File: src/rtl/anh_pkg.sv
// Package with the widths, constants, types and helper functions of the archive name hash.
`timescale 1ns / 1ps
`default_nettype none

package anh_pkg;

    localparam int CHAR_W           = 8;
    localparam int LEN_W            = 8;
    localparam int HALF_W           = LEN_W - 1;
    localparam int HASH_W           = 32;
    localparam int ROT_W            = $clog2(HASH_W);
    localparam int MAX_NAME_LEN_DEF = 255;

    localparam logic [CHAR_W-1:0] ASCII_UPPER_A = 8'h41;
    localparam logic [CHAR_W-1:0] ASCII_UPPER_Z = 8'h5A;
    localparam logic [CHAR_W-1:0] ASCII_CASE_OFS = 8'h20;
    localparam logic              FOLD_CASE_RST = 1'b1;

    typedef struct packed {
        logic [CHAR_W-1:0] char_byte;
        logic [HALF_W-1:0] half;
        logic              last;
    } t_item_stage;

    function automatic logic [CHAR_W-1:0] fold_char(input logic [CHAR_W-1:0] c,
                                                    input logic fold);
        logic [CHAR_W-1:0] res;
        res = c;
        if (fold && (c >= ASCII_UPPER_A) && (c <= ASCII_UPPER_Z)) begin
            res = c + ASCII_CASE_OFS;
        end
        return res;
    endfunction

    function automatic logic [HASH_W-1:0] sext_char(input logic [CHAR_W-1:0] c);
        return {{(HASH_W - CHAR_W){c[CHAR_W-1]}}, c};
    endfunction

endpackage

`default_nettype wire

File: src/rtl/anh_if.sv
// Channel interfaces for the configuration write, the character items and the hash results.
`timescale 1ns / 1ps
`default_nettype none

interface anh_cfg_if;
    logic valid;
    logic ready;
    logic fold_case;

    modport source (output valid, output fold_case, input ready);
    modport sink (input valid, input fold_case, output ready);
endinterface

interface anh_item_if;
    logic                        valid;
    logic                        ready;
    logic [anh_pkg::CHAR_W-1:0]  char_byte;
    logic [anh_pkg::LEN_W-1:0]   name_length;
    logic                        last_char;

    modport source (output valid, output char_byte, output name_length,
                    output last_char, input ready);
    modport sink (input valid, input char_byte, input name_length,
                  input last_char, output ready);
endinterface

interface anh_result_if;
    logic                        valid;
    logic                        ready;
    logic [anh_pkg::HASH_W-1:0]  hash_first;
    logic [anh_pkg::HASH_W-1:0]  hash_second;

    modport source (output valid, output hash_first, output hash_second, input ready);
    modport sink (input valid, input hash_first, input hash_second, output ready);
endinterface

`default_nettype wire

File: src/rtl/archive_name_hash_top.sv
// Top level of the streaming archive file name hash (XOR-shift and XOR-rotate pair).
//
//  Channel   Direction  Payload                              Transaction
//  i_cfg     in         fold_case                            valid & ready
//  i_item    in         char_byte, name_length, last_char    valid & ready
//  o_result  out        hash_first, hash_second              valid & ready
//
// One character is taken per cycle unless stalled; each result is registered.
// The input register feeds one hash stage whose state registers close the loop.
// Reset is synchronous and clears the position, both hashes and all valid flags.
// A waiting result stalls only a last character; other characters keep flowing.
`timescale 1ns / 1ps
`default_nettype none

module archive_name_hash_top #(
    parameter int MAX_NAME_LEN = anh_pkg::MAX_NAME_LEN_DEF
) (
    input  logic            i_clk,
    input  logic            i_rst_n,
    anh_cfg_if.sink         i_cfg,
    anh_item_if.sink        i_item,
    anh_result_if.source    o_result
);

    localparam int PW = $clog2(MAX_NAME_LEN + 1);
    localparam int CW = (PW > anh_pkg::HALF_W) ? PW : anh_pkg::HALF_W;

    logic                         r_fold_case;
    logic                         r_s1_valid;
    anh_pkg::t_item_stage         r_s1;
    logic [PW-1:0]                r_pos;
    logic [PW-1:0]                n_pos;
    logic [anh_pkg::HASH_W-1:0]   r_first;
    logic [anh_pkg::HASH_W-1:0]   n_first;
    logic [anh_pkg::HASH_W-1:0]   r_acc;
    logic [anh_pkg::HASH_W-1:0]   n_acc;
    logic                         r_out_valid;
    logic [anh_pkg::HASH_W-1:0]   r_hash_first;
    logic [anh_pkg::HASH_W-1:0]   r_hash_second;

    logic                         s1_advance;
    logic                         item_accept;
    logic [CW-1:0]                pos_ext;
    logic [CW-1:0]                half_ext;
    logic                         in_first;
    logic [1:0]                   sec_slot;
    logic [anh_pkg::HASH_W-1:0]   word;
    logic [anh_pkg::HASH_W-1:0]   first_term;
    logic [anh_pkg::HASH_W-1:0]   sec_term;
    logic [anh_pkg::HASH_W-1:0]   sec_mix;
    logic [2*anh_pkg::HASH_W-1:0] sec_rot;

    assign i_cfg.ready = 1'b1;

    assign s1_advance   = r_s1_valid && (!r_s1.last || !r_out_valid || o_result.ready);
    assign i_item.ready = !r_s1_valid || s1_advance;
    assign item_accept  = i_item.valid && i_item.ready;

    assign pos_ext    = CW'(r_pos);
    assign half_ext   = CW'(r_s1.half);
    assign in_first   = pos_ext < half_ext;
    assign sec_slot   = pos_ext[1:0] - half_ext[1:0];
    assign word       = anh_pkg::sext_char(r_s1.char_byte);
    assign first_term = word << {pos_ext[1:0], 3'b000};
    assign sec_term   = word << {sec_slot, 3'b000};
    assign sec_mix    = r_acc ^ sec_term;
    assign sec_rot    = {sec_mix, sec_mix} >> sec_term[anh_pkg::ROT_W-1:0];

    always_comb begin
        n_first = r_first;
        n_acc   = r_acc;
        n_pos   = r_pos;
        if (in_first) begin
            n_first = r_first ^ first_term;
        end else begin
            n_acc = sec_rot[anh_pkg::HASH_W-1:0];
        end
        if (r_pos < PW'(MAX_NAME_LEN)) begin
            n_pos = r_pos + PW'(1);
        end
    end

    always_ff @(posedge i_clk) begin
        if (!i_rst_n) begin
            r_fold_case <= anh_pkg::FOLD_CASE_RST;
        end else if (i_cfg.valid) begin
            r_fold_case <= i_cfg.fold_case;
        end
    end

    always_ff @(posedge i_clk) begin
        if (!i_rst_n) begin
            r_s1_valid <= 1'b0;
        end else if (item_accept) begin
            r_s1_valid <= 1'b1;
        end else if (s1_advance) begin
            r_s1_valid <= 1'b0;
        end
    end

    always_ff @(posedge i_clk) begin
        if (item_accept) begin
            r_s1.char_byte <= anh_pkg::fold_char(i_item.char_byte, r_fold_case);
            r_s1.half      <= i_item.name_length[anh_pkg::LEN_W-1:1];
            r_s1.last      <= i_item.last_char;
        end
    end

    always_ff @(posedge i_clk) begin
        if (!i_rst_n) begin
            r_pos   <= '0;
            r_first <= '0;
            r_acc   <= '0;
        end else if (s1_advance) begin
            if (r_s1.last) begin
                r_pos   <= '0;
                r_first <= '0;
                r_acc   <= '0;
            end else begin
                r_pos   <= n_pos;
                r_first <= n_first;
                r_acc   <= n_acc;
            end
        end
    end

    always_ff @(posedge i_clk) begin
        if (!i_rst_n) begin
            r_out_valid <= 1'b0;
        end else if (s1_advance && r_s1.last) begin
            r_out_valid <= 1'b1;
        end else if (o_result.ready) begin
            r_out_valid <= 1'b0;
        end
    end

    always_ff @(posedge i_clk) begin
        if (s1_advance && r_s1.last) begin
            r_hash_first  <= n_first;
            r_hash_second <= n_acc;
        end
    end

    assign o_result.valid       = r_out_valid;
    assign o_result.hash_first  = r_hash_first;
    assign o_result.hash_second = r_hash_second;

endmodule

`default_nettype wire

File: src/flat_wrapper.sv
// flat-port wrapper written by rule: the top's interface ports become plain ports
module archive_name_hash_top_flat 
#(
    parameter int MAX_NAME_LEN = anh_pkg::MAX_NAME_LEN_DEF
)
  (i_clk, i_rst_n, i_cfg_valid, i_cfg_fold_case, i_cfg_ready, i_item_valid, i_item_char_byte, i_item_name_length, i_item_last_char, i_item_ready, o_result_valid, o_result_hash_first, o_result_hash_second, o_result_ready);
  anh_cfg_if i_cfg_i ();
  anh_item_if i_item_i ();
  anh_result_if o_result_i ();
  input  logic i_clk;
  input  logic i_rst_n;
  input wire logic [$bits(i_cfg_i.valid)-1:0] i_cfg_valid;
  input wire logic [$bits(i_cfg_i.fold_case)-1:0] i_cfg_fold_case;
  output wire logic [$bits(i_cfg_i.ready)-1:0] i_cfg_ready;
  input wire logic [$bits(i_item_i.valid)-1:0] i_item_valid;
  input wire logic [$bits(i_item_i.char_byte)-1:0] i_item_char_byte;
  input wire logic [$bits(i_item_i.name_length)-1:0] i_item_name_length;
  input wire logic [$bits(i_item_i.last_char)-1:0] i_item_last_char;
  output wire logic [$bits(i_item_i.ready)-1:0] i_item_ready;
  output wire logic [$bits(o_result_i.valid)-1:0] o_result_valid;
  output wire logic [$bits(o_result_i.hash_first)-1:0] o_result_hash_first;
  output wire logic [$bits(o_result_i.hash_second)-1:0] o_result_hash_second;
  input wire logic [$bits(o_result_i.ready)-1:0] o_result_ready;
  assign i_cfg_i.valid = i_cfg_valid;
  assign i_cfg_i.fold_case = i_cfg_fold_case;
  assign i_cfg_ready = i_cfg_i.ready;
  assign i_item_i.valid = i_item_valid;
  assign i_item_i.char_byte = i_item_char_byte;
  assign i_item_i.name_length = i_item_name_length;
  assign i_item_i.last_char = i_item_last_char;
  assign i_item_ready = i_item_i.ready;
  assign o_result_valid = o_result_i.valid;
  assign o_result_hash_first = o_result_i.hash_first;
  assign o_result_hash_second = o_result_i.hash_second;
  assign o_result_i.ready = o_result_ready;
  archive_name_hash_top #(.MAX_NAME_LEN(MAX_NAME_LEN)) u_core (.i_clk(i_clk), .i_rst_n(i_rst_n), .i_cfg(i_cfg_i), .i_item(i_item_i), .o_result(o_result_i));
endmodule
File: config.mk
export PLATFORM = sky130hd
export DESIGN_NAME = archive_name_hash_top_flat
export DESIGN_NICKNAME = d
export VERILOG_FILES = /design/src/rtl/anh_pkg.sv /design/src/rtl/anh_if.sv /design/src/rtl/archive_name_hash_top.sv /design/src/flat_wrapper.sv
export SDC_FILE = /design/constraint.sdc
export NUM_CORES = 1
export LEC_CHECK = 0
export BUFFER_PORTS_ARGS = -buffer_cell sky130_fd_sc_hd__buf_2
export CAP_MARGIN = 10
export CORE_MARGIN = 4
export CORE_UTILIZATION = 60
export DETAILED_ROUTE_END_ITERATION = 6
export GPL_ROUTABILITY_DRIVEN = 0
export GPL_TIMING_DRIVEN = 1
export PLACE_DENSITY = 0.8
export RECOVER_POWER = 50
export SLEW_MARGIN = 20
export SYNTH_ARGS = -nofsm -noshare
export SYNTH_HDL_FRONTEND = slang
export SYNTH_SLANG_ARGS = --single-unit
export TNS_END_PERCENT = 30
File: constraint.sdc
create_clock -name i_clk -period 3.98 [get_ports i_clk]
set_input_delay 0.796 -clock i_clk [delete_from_list [all_inputs] [get_ports i_clk]]
set_output_delay 0.796 -clock i_clk [all_outputs]
set_load 0.05 [all_outputs]
# Word level (Yosys, flattened, before mapping)
# Cells that the tools add are included.
# totals
ff_bits	155
out_inout_bits	67
wordCells	49
inputBits	23
# op_classes
magnitude_cmp	4
addsub	3
reduce_logical	15
n_mux	11
n_shift	3
n_bitwise	2
# op_table
cell	n
32-bit 2-to-1 mux	4
32-bit by 5-bit left shift with 32-bit output	2
64-bit by 5-bit right shift with 32-bit output	1
32-bit bitwise XOR	2
8-bit 2-to-1 mux	3
8-bit by 1-bit adder with 8-bit output, second input constant	1
8-bit by 6-bit adder with 8-bit output, second input constant	1
8-bit by 7-bit greater-or-equal comparator with 1-bit output, second input constant	1
8-bit by 7-bit <= comparator with 1-bit output, second input constant	1
8-bit by 7-bit < comparator with 1-bit output	1
8-bit < comparator, second input constant	1
2-bit nonzero test	3
1-bit logical AND	5
1-bit 2-to-1 mux	4
1-bit zero test	3
1-bit logical OR	3
2-bit AND reduction	1
2-bit subtractor	1

# Depth between registers and ports, before layout
# Gate-level depths: netlist (run 1).
# logic_depth
ltp_word	7
mapped_depth	15
ltp_nobuf	11

# Worst setup path after synthesis (run 1)
# Ideal clock, no wire load.
# synth_path
path_kind	register -> register
startpoint	register u_core.r_pos[0] (netlist: u_core.pos_ext[0])
endpoint	register u_core.r_hash_second (netlist bit u_core.o_result.hash_second[18]), data pin
period_less_slack_ns	3.125
setup_ns	0.274
required_time_ns	3.706
stages_incl_launch_ff	14
arrival_ns	2.851
setup_slack_ns	0.855
path_buffers	2
cell_sequence	dfxtp_1 inv_1 ha_1 inv_1 fa_1 buf_4 buf_4 nand3b_2 xor2_1 mux2i_4 a211oi_2 a211oi_1 a2111oi_0 a211oi_1
# synth_between
elab_chain_cells	5
word_cells_on_any_way	6
cone_classes	1 x add/sub; 1 x order compare; 2 x shift; 1 x mux; 1 x bitwise
# synth_lines
item	line_no	text
start: declaration	archive_name_hash_top.sv:31	logic [PW-1:0] r_pos;
start signal: assignment	archive_name_hash_top.sv:120	r_pos <= n_pos;
2-bit subtractor	archive_name_hash_top.sv:62	assign sec_slot = pos_ext[1:0] - half_ext[1:0];
32-bit by 5-bit left shift with 32-bit output	archive_name_hash_top.sv:65	assign sec_term = word << {sec_slot, 3'b000};
32-bit bitwise XOR	archive_name_hash_top.sv:66	assign sec_mix = r_acc ^ sec_term;
64-bit by 5-bit right shift with 32-bit output	archive_name_hash_top.sv:67	assign sec_rot = {sec_mix, sec_mix} >> sec_term[anh_pkg::ROT_W-1:0];
32-bit 2-to-1 mux *	archive_name_hash_top.sv:73	if (in_first) begin
via u_core.n_acc (one bit)	archive_name_hash_top.sv:36	logic [anh_pkg::HASH_W-1:0] n_acc;
end signal: assignment	archive_name_hash_top.sv:140	r_hash_second <= n_acc;
end: declaration	archive_name_hash_top.sv:39	logic [anh_pkg::HASH_W-1:0] r_hash_second;
# Mark *: on every way through the listed nets, which the timed path passes. The rest lies on a longest branch.
# A chain may end at the register's enable or synchronous reset.

# Final worst setup path (run 1)
# layout_path
startpoint	register u_core.r_pos[0] (netlist: u_core.pos_ext[0])
endpoint	register u_core.r_hash_second (netlist bit u_core.o_result.hash_second[25]), data pin
# The elaborated chain is that of the path after synthesis.

==> results of run 1 <==
[worst min-delay path: stages, from the launching register on]
cell	delay (ns)
sky130_fd_sc_hd__dfxtp_1	0.34
sky130_fd_sc_hd__mux2i_1	0.07
sky130_fd_sc_hd__nand2_1	0.06
[stage by stage]
step	util [%]	total power [mW]	cell area (um^2)	hold WS [ns]
after floorplan	-	2.48	9910	0.440
after global placement	65.5	2.72	10500	0.462
after detailed placement	65.5	2.74	10500	0.472
after CTS	69.2	4.34	11100	0.492
after global routing	68.6	4.52	11000	0.514
final	68.6	4.37	11000	0.498
[cell usage after synthesis, drive strengths merged, types with 6 or more instances]
master,number,area [um^2]
nand2b,14,87.6
o32ai,9,78.8
nor2b,18,120
a31oi,19,125
a21o,7,52.6
a211oi,35,273
o21ai,51,255
nand3b,9,87.6
dfxtp,75,1500
o221ai,38,333
nor3,29,155
inv,16,60.1
nor2,85,322
buf,44,278
nand2,97,367
nand3,19,95.1
edfxtp,80,2400
a221o,9,90.1
xnor2,34,298
o21a,12,90.1
a21oi,93,465
xor2,38,333
nor4,8,50.1
and3,9,56.3
a22oi,8,60.1
o211ai,8,60.1
clkbuf,62,233
and2,6,37.5
a221oi,16,146
ha,8,100
o22ai,10,62.6
a22o,22,193
mux2i,26,273
[metal layers]
layer,track usage [%],up-vias
li1,-,4248
met2,44.4,654
met3,9.34,113
met5,0,-
met4,14.1,0
met1,43.9,4335
[registers in the layout, summed over array words and instances, names as in the netlist]
signal	flops
u_core.pos_ext	8
u_core.o_result.hash_first	32
u_core.o_result.valid	1
u_core.r_s1_valid	1
u_core.half_ext	7
u_core.r_acc	32
u_core.r_s1	9
u_core.o_result.hash_second	32
u_core.r_fold_case	1
u_core.r_first	32
[power breakdown]
part | internal [mW] | switching [mW]
clock network | 0.896 | 0.730
logic | 0.320 | 0.659
registers | 1.73 | 0.0421
total | 2.94 | 1.43
[cell families (layout without fill, tap and decap cells)]
family / Yosys count / in the layout / synth area share [%]
xor gates and xnor gates: 72 / 72 / 6.36
DFF: 155 / 155 / 39.4
and+or+nand+nor: 327 / 327 / 16.4
buffers and inverters: 124 / 182 / 5.83
AOI/OAI and AO/OA: 380 / 380 / 27.1
other: 1 / 1 / 0.0378
muxes: 32 / 32 / 3.66
adders and majority gates: 9 / 9 / 1.21
[final cells by class]
class | count | area share, %
Multi-Input combinational cell | 821 | 49.4
Clock buffer | 19 | 4.32
Inverter | 18 | 0.613
Clock inverter | 13 | 1.05
Timing Repair Buffer | 132 | 6.70
Sequential cell | 155 | 35.4
Tap cell | 216 | 2.45
[worst paths after layout]
| path | start | to | cells past startpoint |
|---|---|---|---|
| worst max-delay path | u_core.pos_ext[0] | u_core.o_result.hash_second[25] | 13 |
| worst min-delay path | u_core.r_fold_case | u_core.r_fold_case | 2 |
| worst max register to register | u_core.pos_ext[0] | u_core.o_result.hash_second[25] | 13 |
| worst min register to register | u_core.r_fold_case | u_core.r_fold_case | 2 |
==> results_tabular.tex, run 1 <==
\begin{tabular}{lr}
\hline
Metric & Value \\
\hline
\multicolumn{2}{l}{\textbf{CTS}} \\
\quad Clock Root Buffer & sky130\_fd\_sc\_hd\_\_clkbuf\_16 \\
\quad Clock tree from TritonCTS & done \\
\quad Clock sink count & 155 \\
\quad Clk pin slew, worst setup/hold paths & 0.07 ns \\
\quad Longest Clk Path Bufs & 2 \\
\quad Number of CTS-inserted buffers & 17 \\
\quad H-tree levels & 4 \\
\quad CTS hold repair buffers & 0 \\
\quad Post-CTS Setup Inserts & 0 \\
\quad Worst-Skew Late Latency & 0.44 ns \\
\quad Count of instances resized after the clock tree is built & 0 \\
\multicolumn{2}{l}{\textbf{Logic synthesis}} \\
\quad Number of enable-type register cells in the synthesized netlist & 80 \\
\quad Netlist area before placement & 9910 um\^{}2 \\
\quad Cells after Synth & 1100 \\
\quad Flop and latch count out of synthesis & 155 \\
\quad Fraction of the yosys area taken by sequential cells & 39.4\% \\
\quad Syn\_area\_per\_cell & 9.01 um\^{}2 \\
\quad Synthesis Warnings & 0 \\
\quad Main flop type after synthesis & sky130\_fd\_sc\_hd\_\_edfxtp\_1 \\
\quad Async S/R FF share, synth & 0\% \\
\quad Syn Nets & 1132 \\
\quad Count of different cell masters after synthesis & 88 \\
\multicolumn{2}{l}{\textbf{Place}} \\
\quad Number of placed cells counting well taps & 1342 \\
\quad Post-detailed-placement half-perimeter wirelength & 20400 um \\
\quad Quantity of I/O buffers inserted on ports & 87 \\
\quad Post-placement setup slack & 0.415 ns \\
\multicolumn{2}{l}{\textbf{Die}} \\
\quad Placeable Area & 16100 um\^{}2 \\
\quad X dimension of the die & 137 um \\
\quad Std-Cell Rows & 46 \\
\quad IO Pins & 90 \\
\quad Height of the chip & 137 um \\
\quad Starting Density & 61.7\% \\
\quad Die Area & 18600 um\^{}2 \\
\multicolumn{2}{l}{\textbf{Final layout}} \\
\quad Multi-input gate area & 5440 um\^{}2 \\
\quad Filler cells & 1289 \\
\quad Fraction of layout cells with a size suffix above 1 & 10.7\% \\
\quad Storage cell area & 3900 um\^{}2 \\
\quad Commonest non-fill, non-tap cells in the layout & 96 x sky130\_fd\_sc\_hd\_\_nand2\_1, 92 x sky130\_fd\_sc\_hd\_\_a21oi\_1, 81 x sky130\_fd\_sc\_hd\_\_nor2\_1 \\
\quad Area grow syn2layout & 11.1\% \\
\quad Final net count & 1177 \\
\quad Antenna cells & 0 \\
\quad Post-route insts no fill & 1374 \\
\quad Most common cell after layout, fill and taps aside & sky130\_fd\_sc\_hd\_\_nand2\_1 \\
\multicolumn{2}{l}{\textbf{Timing}} \\
\quad Final worst-path cycle share & 94.3\% \\
\quad Total negative setup slack & 0 ns \\
\quad Max Clock Freq & 266 MHz \\
\quad Largest clock skew in the final design & 0.0152 ns \\
\quad Endpoints failing setup & 0 \\
\quad Crit path time final & 3.75 ns \\
\quad Transition time of the tightest slew-check pin & 1.58 ns \\
\quad Worst Slack Setup Final & 0.225 ns \\
\quad Unrepaired setup endpoints after global routing & no \\
\quad Slew Limit Fails & 65 \\
\quad Slew margin rel. & -5.32\% \\
\quad Final hold violation count & 0 \\
\multicolumn{2}{l}{\textbf{Drt}} \\
\quad Detail Route met2 WL & 12600 um \\
\quad Wire length on met1 & 11500 um \\
\quad Detail Route met3 WL & 4050 um \\
\quad Residual antenna-violating net count after detailed routing & 0 \\
\quad Iteration-0 DRC Markers & 1444 \\
\quad Routed length per placed instance & 21.4 um \\
\quad \# DRC & 0 \\
\quad Initial DRT Pass Iterations & 7 \\
\quad Highest routing layer actually used & met4 \\
\quad Vias post-DR & 9350 \\
\quad Wirelength, routed & 29300 um \\
\quad Vias per std cell & 6.80 \\
\multicolumn{2}{l}{\textbf{Setup path}} \\
\quad Critical path data required time & 4.23 ns \\
\quad Arrival time at the worst endpoint & 4.00 ns \\
\quad R2R setup slack & 0.23 ns \\
\quad Cells along the critical path & inv\_1 -> ha\_1 -> inv\_1 -> fa\_1 -> buf\_12 -> nand2b\_1 -> buf\_4 -> a211oi\_1 -> o41ai\_1 -> o211ai\_1 -> a21oi\_1 -> nor3\_1 -> a211oi\_1 \\
\quad Setup crit start kind & register \\
\quad Top delay family on crit path & compound AO/OA/AOI/OAI gates \\
\quad Crit path buffers/inverters & 4 \\
\quad Setup crit end kind & register \\
\quad Max incr delay on CP & 0.67 ns \\
\quad Critical Path Fanout Max & 54 \\
\quad Slowest cell on the critical path & sky130\_fd\_sc\_hd\_\_o41ai\_1 \\
\quad Critical Setup Path Class & register to register \\
\multicolumn{2}{l}{\textbf{GRT}} \\
\quad All-Layer GR Usage & 31.2\% \\
\quad Pin count of the biggest net entering global routing & 65 \\
\quad Global-route congestion overflow total & 0 \\
\quad Via count of the first global-routing pass & 8276 \\
\quad Wire length of the first global-routing pass & 45100 um \\
\quad Number of antenna violations at the first check in global routing & 0 \\
\multicolumn{2}{l}{\textbf{Job}} \\
\quad Number of max-cap violations & 1 \\
\multicolumn{2}{l}{\textbf{Min path}} \\
\quad Class of the tightest hold or removal check & register to register \\
\multicolumn{2}{l}{\textbf{Power}} \\
\quad Ratio of total power to cell area & 397 nW/um\^{}2 \\
\quad Maximum vdd drop & 0.326 mV \\
\quad LEAKAGE & 4.06 nW \\
\multicolumn{2}{l}{\textbf{Status}} \\
\quad Status & finished with violations \\
\quad Failing checks & max-capacitance violations, max-slew violations \\
\hline
\end{tabular}
Note: power is estimated with default switching activity, not from simulation.
==> run 2: changes to the inputs <==
--- a/config.mk
+++ b/config.mk
@@ -11,9 +11,10 @@
 export CORE_UTILIZATION = 60
 export DETAILED_ROUTE_END_ITERATION = 6
 export GPL_ROUTABILITY_DRIVEN = 0
-export GPL_TIMING_DRIVEN = 1
+export GPL_TIMING_DRIVEN = 0
 export PLACE_DENSITY = 0.8
 export RECOVER_POWER = 50
+export REMOVE_ABC_BUFFERS = 1
 export SLEW_MARGIN = 20
 export SYNTH_ARGS = -nofsm -noshare
 export SYNTH_HDL_FRONTEND = slang
==> run 2 against run 1 <==
  * The flow finishes with violations (design-rule violations, negative setup slack)
  * Worst hold slack lost 0.011 ns
  * Combinational power hardly changed
  * Die area unchanged
  * Sequential share of layout area decreased by 0.13 points
  * Sequential cell count is the same
  * Critical endpoint is now u_core.o_result.hash_second[26]
==> results_tabular.tex, run 2 (synthesis gave the netlist of run 1 again) <==
\begin{tabular}{lr}
\hline
Metric & Value \\
\hline
\multicolumn{2}{l}{\textbf{Status}} \\
\quad Status & finished with violations \\
\quad Failing checks & design-rule violations, negative setup slack \\
\multicolumn{2}{l}{\textbf{Min path}} \\
\quad Class of the tightest hold or removal check & register to register \\
\quad Hold Path Stages & 2 (unchanged) \\
\quad Hold Path Sink & u\_core.r\_fold\_case \\
\quad Worst hold start & u\_core.r\_fold\_case \\
\multicolumn{2}{l}{\textbf{Timing}} \\
\quad Endpoints failing setup & 4 (+4) \\
\quad Worst Slack Setup Final & -0.0857 ns (-0.311 ns) \\
\quad Crit path time final & 4.07 ns (+0.311 ns) \\
\quad Transition time of the tightest slew-check pin & 1.36 ns (-0.223 ns) \\
\quad Largest clock skew in the final design & 0.0180 ns (+0.00273 ns) \\
\quad Max Clock Freq & 246 MHz (-7.6\%) \\
\quad Final hold violation count & 0 (unchanged) \\
\quad Smallest hold slack & 0.486 ns (-0.0114 ns) \\
\quad Slew margin rel. & 9.52\% (+15 points) \\
\quad Unrepaired setup endpoints after global routing & yes \\
\quad Slew Limit Fails & 0 (-100\%) \\
\quad Final worst-path cycle share & 102\% (+7.8 points) \\
\multicolumn{2}{l}{\textbf{Final layout}} \\
\quad Filler cells & 1270 (-1.5\%) \\
\quad Fraction of layout cells with a size suffix above 1 & 11.6\% (+0.84 points) \\
\quad Final net count & 1153 (-2.0\%) \\
\quad Commonest non-fill, non-tap cells in the layout & 95 x sky130\_fd\_sc\_hd\_\_nand2\_1, 90 x sky130\_fd\_sc\_hd\_\_a21oi\_1, 80 x sky130\_fd\_sc\_hd\_\_edfxtp\_1 \\
\quad Antenna cells & 0 (unchanged) \\
\quad Post-route insts no fill & 1350 (-1.7\%) \\
\quad Most common cell after layout, fill and taps aside & sky130\_fd\_sc\_hd\_\_nand2\_1 \\
\quad Finished layout cell area & 11100 um\^{}2 (+0.40\%) \\
\quad Area grow syn2layout & 11.5\% \\
\multicolumn{2}{l}{\textbf{CTS}} \\
\quad H-tree levels & 4 (unchanged) \\
\quad Longest Clk Path Bufs & 2 (unchanged) \\
\quad Clock Root Buffer & sky130\_fd\_sc\_hd\_\_clkbuf\_16 \\
\quad Clk pin slew, worst setup/hold paths & 0.06 ns (about the same) \\
\quad Clock tree from TritonCTS & done \\
\quad Clock sink count & 155 (unchanged) \\
\quad Number of CTS-inserted buffers & 17 (unchanged) \\
\quad CTS hold repair buffers & 0 (unchanged) \\
\quad Worst-Skew Late Latency & 0.45 ns (about the same) \\
\multicolumn{2}{l}{\textbf{Setup path}} \\
\quad Endpoint of the worst-slack reg-to-reg timing path & u\_core.o\_result.hash\_second[26] \\
\quad Arrival time at the worst endpoint & 4.20 ns (+0.20 ns) \\
\quad Max incr delay on CP & 0.51 ns (-0.16 ns) \\
\quad Crit Reg-Reg Startpoint & u\_core.pos\_ext[0] \\
\quad Setup crit start kind & register \\
\quad Crit path buffers/inverters & 3 (-1) \\
\quad Top delay family on crit path & compound AO/OA/AOI/OAI gates \\
\quad Critical Path Most Common Cell & sky130\_fd\_sc\_hd\_\_inv\_1 \\
\quad R2R setup slack & -0.09 ns (-0.31 ns) \\
\quad Cells along the critical path & inv\_1 -> ha\_2 -> inv\_1 -> fa\_2 -> buf\_12 -> nor2b\_4 -> o21ai\_0 -> a32oi\_1 -> a221oi\_1 -> a21oi\_1 -> mux2i\_1 -> o221ai\_1 \\
\quad Critical path data required time & 4.12 ns (-0.11 ns) \\
\quad Critical Setup Path Class & register to register \\
\quad Slowest cell on the critical path & sky130\_fd\_sc\_hd\_\_fa\_2 \\
\quad Critical Path Fanout Max & 44 (-19\%) \\
\quad Worst-case reg-to-reg path depth & 12 (-1) \\
\quad Setup crit end kind & register \\
\multicolumn{2}{l}{\textbf{Die}} \\
\quad IO Pins & 90 (unchanged) \\
\quad Placeable Area & 16100 um\^{}2 (unchanged) \\
\quad Die Area & 18600 um\^{}2 (unchanged) \\
\quad Starting Density & 61.7\% (unchanged) \\
\quad X dimension of the die & 137 um (unchanged) \\
\quad Height of the chip & 137 um (unchanged) \\
\quad Std-Cell Rows & 46 (unchanged) \\
\multicolumn{2}{l}{\textbf{Power}} \\
\quad Fraction of power consumed by sequential logic & 40.3\% (about the same) \\
\quad Cell Int Power & 2.98 mW (+1.4\%) \\
\quad Net switching power & 1.42 mW (-0.54\%) \\
\quad Switching part of the total power & 32.3\% (-0.42 points) \\
\quad Maximum vdd drop & 0.376 mV (+15\%) \\
\quad Part of the power in combinational logic & 22.3\% (about the same) \\
\quad Ratio of total power to cell area & 398 nW/um\^{}2 (+0.37\%) \\
\quad LEAKAGE & 3.98 nW (-2.0\%) \\
\quad Part of the total power dissipated in the clock network & 37.4\% (+0.2 points) \\
\multicolumn{2}{l}{\textbf{GRT}} \\
\quad Via count of the first global-routing pass & 8632 (+4.3\%) \\
\quad Number of antenna violations at the first check in global routing & 0 (unchanged) \\
\quad Global-route congestion overflow total & 0 (unchanged) \\
\quad Wire length of the first global-routing pass & 46700 um (+3.5\%) \\
\quad All-Layer GR Usage & 32.6\% (+1.3 points) \\
\quad Pin count of the biggest net entering global routing & 53 (-18\%) \\
\multicolumn{2}{l}{\textbf{Drt}} \\
\quad Vias post-DR & 9693 (+3.7\%) \\
\quad Iteration-0 DRC Markers & 1537 (+6.4\%) \\
\quad Initial DRT Pass Iterations & 7 (unchanged) \\
\quad Vias per std cell & 7.18 (+5.5\%) \\
\quad \# DRC & 33 (+33) \\
\quad Routed length per placed instance & 23.2 um (+8.8\%) \\
\quad Residual antenna-violating net count after detailed routing & 0 (unchanged) \\
\quad Wirelength, routed & 31400 um (+6.9\%) \\
\multicolumn{2}{l}{\textbf{Place}} \\
\quad Post-detailed-placement half-perimeter wirelength & 19800 um (-2.9\%) \\
\quad Post-placement setup slack & -0.743 ns (-1.16 ns) \\
\quad Dpl cell area & 10400 um\^{}2 (-1.2\%) \\
\quad Number of placed cells counting well taps & 1310 (-2.4\%) \\
\quad Quantity of I/O buffers inserted on ports & 87 (unchanged) \\
\multicolumn{2}{l}{\textbf{Job}} \\
\quad Number of max-cap violations & 0 (-1) \\
\hline
\end{tabular}
==> run 2: metal layers <==
layer	vias up	global-route usage, %	share of wire [%]
li1	4221	-	-
met1	4527	41.8	37
met2	725	49.1	43
met3	220	9.93	14
met4	0	18.0	6.7
met5	-	0	0
==> run 2: worst min-delay path, stage by stage (launching register included) <==
cell                      delay [ns]
sky130_fd_sc_hd__dfxtp_1        0.33
sky130_fd_sc_hd__mux2i_1        0.07
sky130_fd_sc_hd__nand2_1        0.06
==> run 2: what timing repair did <==
action	CTS	global route
pin swaps	1	3
setup endpoints to repair	64	27
buffers inserted	0	5
resized for setup	13	17
endpoints found under the hold margin	0	0
gates cloned	2	1
==> run 2: cell type report <==
| class | instances | area (um^2) | area share [%] |
|---|---|---|---|
| repair buffers | 105 | 588 | 5.32 |
| multi-input cells | 824 | 5630 | 50.9 |
| clock buffers | 22 | 485 | 4.39 |
| flip-flops and latches | 155 | 3910 | 35.3 |
| inverters | 18 | 68.8 | 0.622 |
| well taps | 216 | 270 | 2.44 |
| clock inverters | 10 | 108 | 0.973 |
==> run 2: worst max-delay path by stage <==
stage,end,cells after the start,from,slack (ns)
finish,u_core.o_result.hash_second[26],12,u_core.pos_ext[0],-0.09
global route,u_core.o_result.hash_second[10],12,u_core.pos_ext[0],-0.14
floorplan,u_core.o_result.hash_second[19],9,u_core.pos_ext[0],-0.57
global placement,u_core.o_result.hash_second[19],9,u_core.pos_ext[0],-2.24
CTS,u_core.o_result.hash_second[25],11,u_core.pos_ext[0],0.03
detailed placement,u_core.o_result.hash_second[26],11,u_core.pos_ext[0],-0.74
==> run 2: power by group through the flow <==
stage	Combinational [mW]	Clock (mW)	Sequential, mW
finish	0.981	1.65	1.78
detailed placement	0.897	0	1.80
global placement	0.837	0	1.82
global route	1.03	1.73	1.78
floorplan	0.578	0	1.85
CTS	0.918	1.66	1.77
==> run 2: metrics by stage <==
step	util (%)	power, mW	TNS, ns
6_report	68.9	4.41	-0.251
5_1_grt	68.9	4.54	-0.504
4_1_cts	68.8	4.35	0
3_5_place_dp	64.7	2.70	-22.00
3_3_place_gp	63.0	2.66	-151.42
2_1_floorplan	-	2.43	-15.66
==> run 3: changes to the inputs <==
--- a/config.mk
+++ b/config.mk
@@ -11,10 +11,11 @@
 export CORE_UTILIZATION = 60
 export DETAILED_ROUTE_END_ITERATION = 6
 export GPL_ROUTABILITY_DRIVEN = 0
-export GPL_TIMING_DRIVEN = 0
+export GPL_TIMING_DRIVEN = 1
 export PLACE_DENSITY = 0.8
 export RECOVER_POWER = 50
 export REMOVE_ABC_BUFFERS = 1
+export SETUP_SLACK_MARGIN = 0.1
 export SLEW_MARGIN = 20
 export SYNTH_ARGS = -nofsm -noshare
 export SYNTH_HDL_FRONTEND = slang
==> run 3 against run 2 <==
  * The flow finishes with violations (design-rule violations)
  * Worst hold slack improved by 0.0013 ns
  * Count of clock-buffer cells in the layout is 2 lower
  * Maximum frequency grew 8.2%
  * Sequential share of layout area down 0.075 points
==> results_tabular.tex, run 3 (synthesis gave the netlist of run 1 again) <==
\begin{tabular}{lr}
\hline
Metric & Value \\
\hline
\multicolumn{2}{l}{\textbf{Timing}} \\
\quad Slew Limit Fails & 0 (unchanged) \\
\quad Worst Slack Setup Final & 0.222 ns (+0.307 ns) \\
\quad Max Clock Freq & 266 MHz (+8.2\%) \\
\quad Unrepaired setup endpoints after global routing & yes \\
\quad Crit path time final & 3.76 ns (-0.307 ns) \\
\quad Total negative setup slack & 0 ns (+0.251 ns) \\
\quad Slew margin rel. & 12.8\% (+3.3 points) \\
\quad Final worst-path cycle share & 94.4\% (-7.7 points) \\
\quad Largest clock skew in the final design & 0.0125 ns (-0.00548 ns) \\
\quad Transition time of the tightest slew-check pin & 1.31 ns (-0.0492 ns) \\
\quad Final hold violation count & 0 (unchanged) \\
\quad Endpoints failing setup & 0 (-4) \\
\multicolumn{2}{l}{\textbf{Final layout}} \\
\quad Fraction of layout cells with a size suffix above 1 & 11.8\% (+0.25 points) \\
\quad Area grow syn2layout & 11.7\% \\
\quad Post-route insts no fill & 1385 (+2.6\%) \\
\quad Most common cell after layout, fill and taps aside & sky130\_fd\_sc\_hd\_\_nand2\_1 \\
\quad Commonest non-fill, non-tap cells in the layout & 96 x sky130\_fd\_sc\_hd\_\_nand2\_1, 92 x sky130\_fd\_sc\_hd\_\_a21oi\_1, 83 x sky130\_fd\_sc\_hd\_\_nor2\_1 \\
\quad Final net count & 1188 (+3.0\%) \\
\quad Antenna cells & 0 (unchanged) \\
\multicolumn{2}{l}{\textbf{Die}} \\
\quad Starting Density & 61.7\% (unchanged) \\
\quad Die Area & 18600 um\^{}2 (unchanged) \\
\quad Std-Cell Rows & 46 (unchanged) \\
\quad X dimension of the die & 137 um (unchanged) \\
\quad Height of the chip & 137 um (unchanged) \\
\quad Placeable Area & 16100 um\^{}2 (unchanged) \\
\quad IO Pins & 90 (unchanged) \\
\multicolumn{2}{l}{\textbf{GRT}} \\
\quad Pin count of the biggest net entering global routing & 45 (-15\%) \\
\quad All-Layer GR Usage & 33.0\% (+0.42 points) \\
\quad Global-route congestion overflow total & 0 (unchanged) \\
\quad Number of antenna violations at the first check in global routing & 0 (unchanged) \\
\quad Via count of the first global-routing pass & 8816 (+2.1\%) \\
\quad Wire length of the first global-routing pass & 47700 um (+2.2\%) \\
\multicolumn{2}{l}{\textbf{Drt}} \\
\quad Residual antenna-violating net count after detailed routing & 0 (unchanged) \\
\quad Initial DRT Pass Iterations & 7 (unchanged) \\
\quad Routed length per placed instance & 22.0 um (-5.3\%) \\
\quad Vias post-DR & 9540 (-1.6\%) \\
\quad Iteration-0 DRC Markers & 1518 (-1.2\%) \\
\quad Wirelength, routed & 30500 um (-2.8\%) \\
\quad \# DRC & 19 (-42\%) \\
\quad Vias per std cell & 6.89 (-4.1\%) \\
\multicolumn{2}{l}{\textbf{Setup path}} \\
\quad Setup crit start kind & register \\
\quad Setup crit end kind & register \\
\quad Critical path data required time & 4.14 ns (+0.02 ns) \\
\quad Worst-case reg-to-reg path depth & 12 (unchanged) \\
\quad R2R setup slack & 0.22 ns (+0.31 ns) \\
\quad Endpoint of the worst-slack reg-to-reg timing path & u\_core.o\_result.hash\_second[2] \\
\quad Critical Path Fanout Max & 23 (-48\%) \\
\quad Crit Reg-Reg Startpoint & u\_core.pos\_ext[0] \\
\quad Critical Setup Path Class & register to register \\
\quad Critical path launch point & u\_core.pos\_ext[0] \\
\quad Arrival time at the worst endpoint & 3.91 ns (-0.29 ns) \\
\quad Capturing instance or port of the critical path & u\_core.o\_result.hash\_second[2] \\
\multicolumn{2}{l}{\textbf{CTS}} \\
\quad Longest Clk Path Bufs & 2 (unchanged) \\
\quad Count of instances resized after the clock tree is built & 0 (-13) \\
\quad CTS hold repair buffers & 0 (unchanged) \\
\quad Clock Root Buffer & sky130\_fd\_sc\_hd\_\_clkbuf\_16 \\
\quad H-tree levels & 4 (unchanged) \\
\quad Clk pin slew, worst setup/hold paths & 0.06 ns (about the same) \\
\quad Clock sink count & 155 (unchanged) \\
\quad Post-CTS Setup Inserts & 0 (unchanged) \\
\quad Clock tree from TritonCTS & done \\
\quad Worst-Skew Late Latency & 0.44 ns (about the same) \\
\quad Number of CTS-inserted buffers & 17 (unchanged) \\
\multicolumn{2}{l}{\textbf{Status}} \\
\quad Status & finished with violations \\
\quad Failing checks & design-rule violations \\
\multicolumn{2}{l}{\textbf{Min path}} \\
\quad Class of the tightest hold or removal check & register to register \\
\multicolumn{2}{l}{\textbf{Power}} \\
\quad Ratio of total power to cell area & 389 nW/um\^{}2 (-2.3\%) \\
\quad Maximum vdd drop & 0.342 mV (-9.1\%) \\
\quad LEAKAGE & 4.09 nW (+2.8\%) \\
\multicolumn{2}{l}{\textbf{Place}} \\
\quad Quantity of I/O buffers inserted on ports & 87 (unchanged) \\
\quad Number of placed cells counting well taps & 1353 (+3.3\%) \\
\quad Post-placement setup slack & 0.285 ns (+1.03 ns) \\
\quad Post-detailed-placement half-perimeter wirelength & 21300 um (+7.5\%) \\
\multicolumn{2}{l}{\textbf{Job}} \\
\quad Number of max-cap violations & 0 (unchanged) \\
\hline
\end{tabular}
-- run 3: final cells by class --
cell class	instances	area, um^2
clock inverters	12	114
fillers	1250	4980
flip-flops and latches	155	3900
repair buffers	143	813
multi-input cells	821	5470
well taps	216	270
clock buffers	20	437
inverters	18	67.6
-- run 3: per-stage QoR --
| stage | instance area, um^2 | power [mW] | utilization, % | hold WS, ns |
|---|---|---|---|---|
| CTS | 11100 | 4.28 | 69.4 | 0.488 |
| floorplan | 9400 | 2.43 | - | 0.440 |
| global placement | 10600 | 2.72 | 65.9 | 0.463 |
| global route | 11100 | 4.46 | 69.0 | 0.518 |
| finish | 11100 | 4.31 | 69.0 | 0.487 |
| detailed placement | 10600 | 2.74 | 65.9 | 0.474 |
-- run 3: metal layers --
layer | up-vias | part of all wire [%] | global-route usage, %
li1 | 4286 | - | -
met1 | 4459 | 39 | 44.3
met2 | 639 | 43 | 48.8
met3 | 156 | 12 | 9.41
met4 | 0 | 5.5 | 16.5
met5 | - | 0 | 0
-- run 3: critical path, cell delays in order, from the launching register on --
cell	delay (ns)
sky130_fd_sc_hd__dfxtp_1	0.32
sky130_fd_sc_hd__inv_1	0.11
sky130_fd_sc_hd__ha_1	0.15
sky130_fd_sc_hd__inv_1	0.04
sky130_fd_sc_hd__fa_1	0.62
sky130_fd_sc_hd__buf_4	0.31
sky130_fd_sc_hd__nand2b_1	0.24
sky130_fd_sc_hd__nand2_1	0.12
sky130_fd_sc_hd__xor2_1	0.20
sky130_fd_sc_hd__a221oi_1	0.40
sky130_fd_sc_hd__a21oi_1	0.24
sky130_fd_sc_hd__a2111oi_1	0.60
sky130_fd_sc_hd__a211oi_1	0.12
-- run 3: worst min path at each step --
| stage | start | end | slack [ns] | cells after the start |
|---|---|---|---|---|
| after global routing | u_core.r_first[22] | u_core.r_first[22] | 0.52 | 1 |
| after floorplan | u_core.r_fold_case | u_core.r_fold_case | 0.44 | 2 |
| after global placement | u_core.r_fold_case | u_core.r_fold_case | 0.46 | 2 |
| after CTS | u_core.r_fold_case | u_core.r_fold_case | 0.49 | 2 |
| after detailed placement | u_core.r_fold_case | u_core.r_fold_case | 0.47 | 2 |
| final | u_core.r_fold_case | u_core.r_fold_case | 0.49 | 2 |
-- run 3: report_power, final --
group / internal, mW / switching (mW) / total (mW) / leakage (nW)
logic: 0.326 / 0.665 / 0.990 / 2.43
registers: 1.73 / 0.0423 / 1.77 / 1.40
clock network: 0.866 / 0.689 / 1.55 / 0.261
total: 2.92 / 1.40 / 4.31 / 4.09
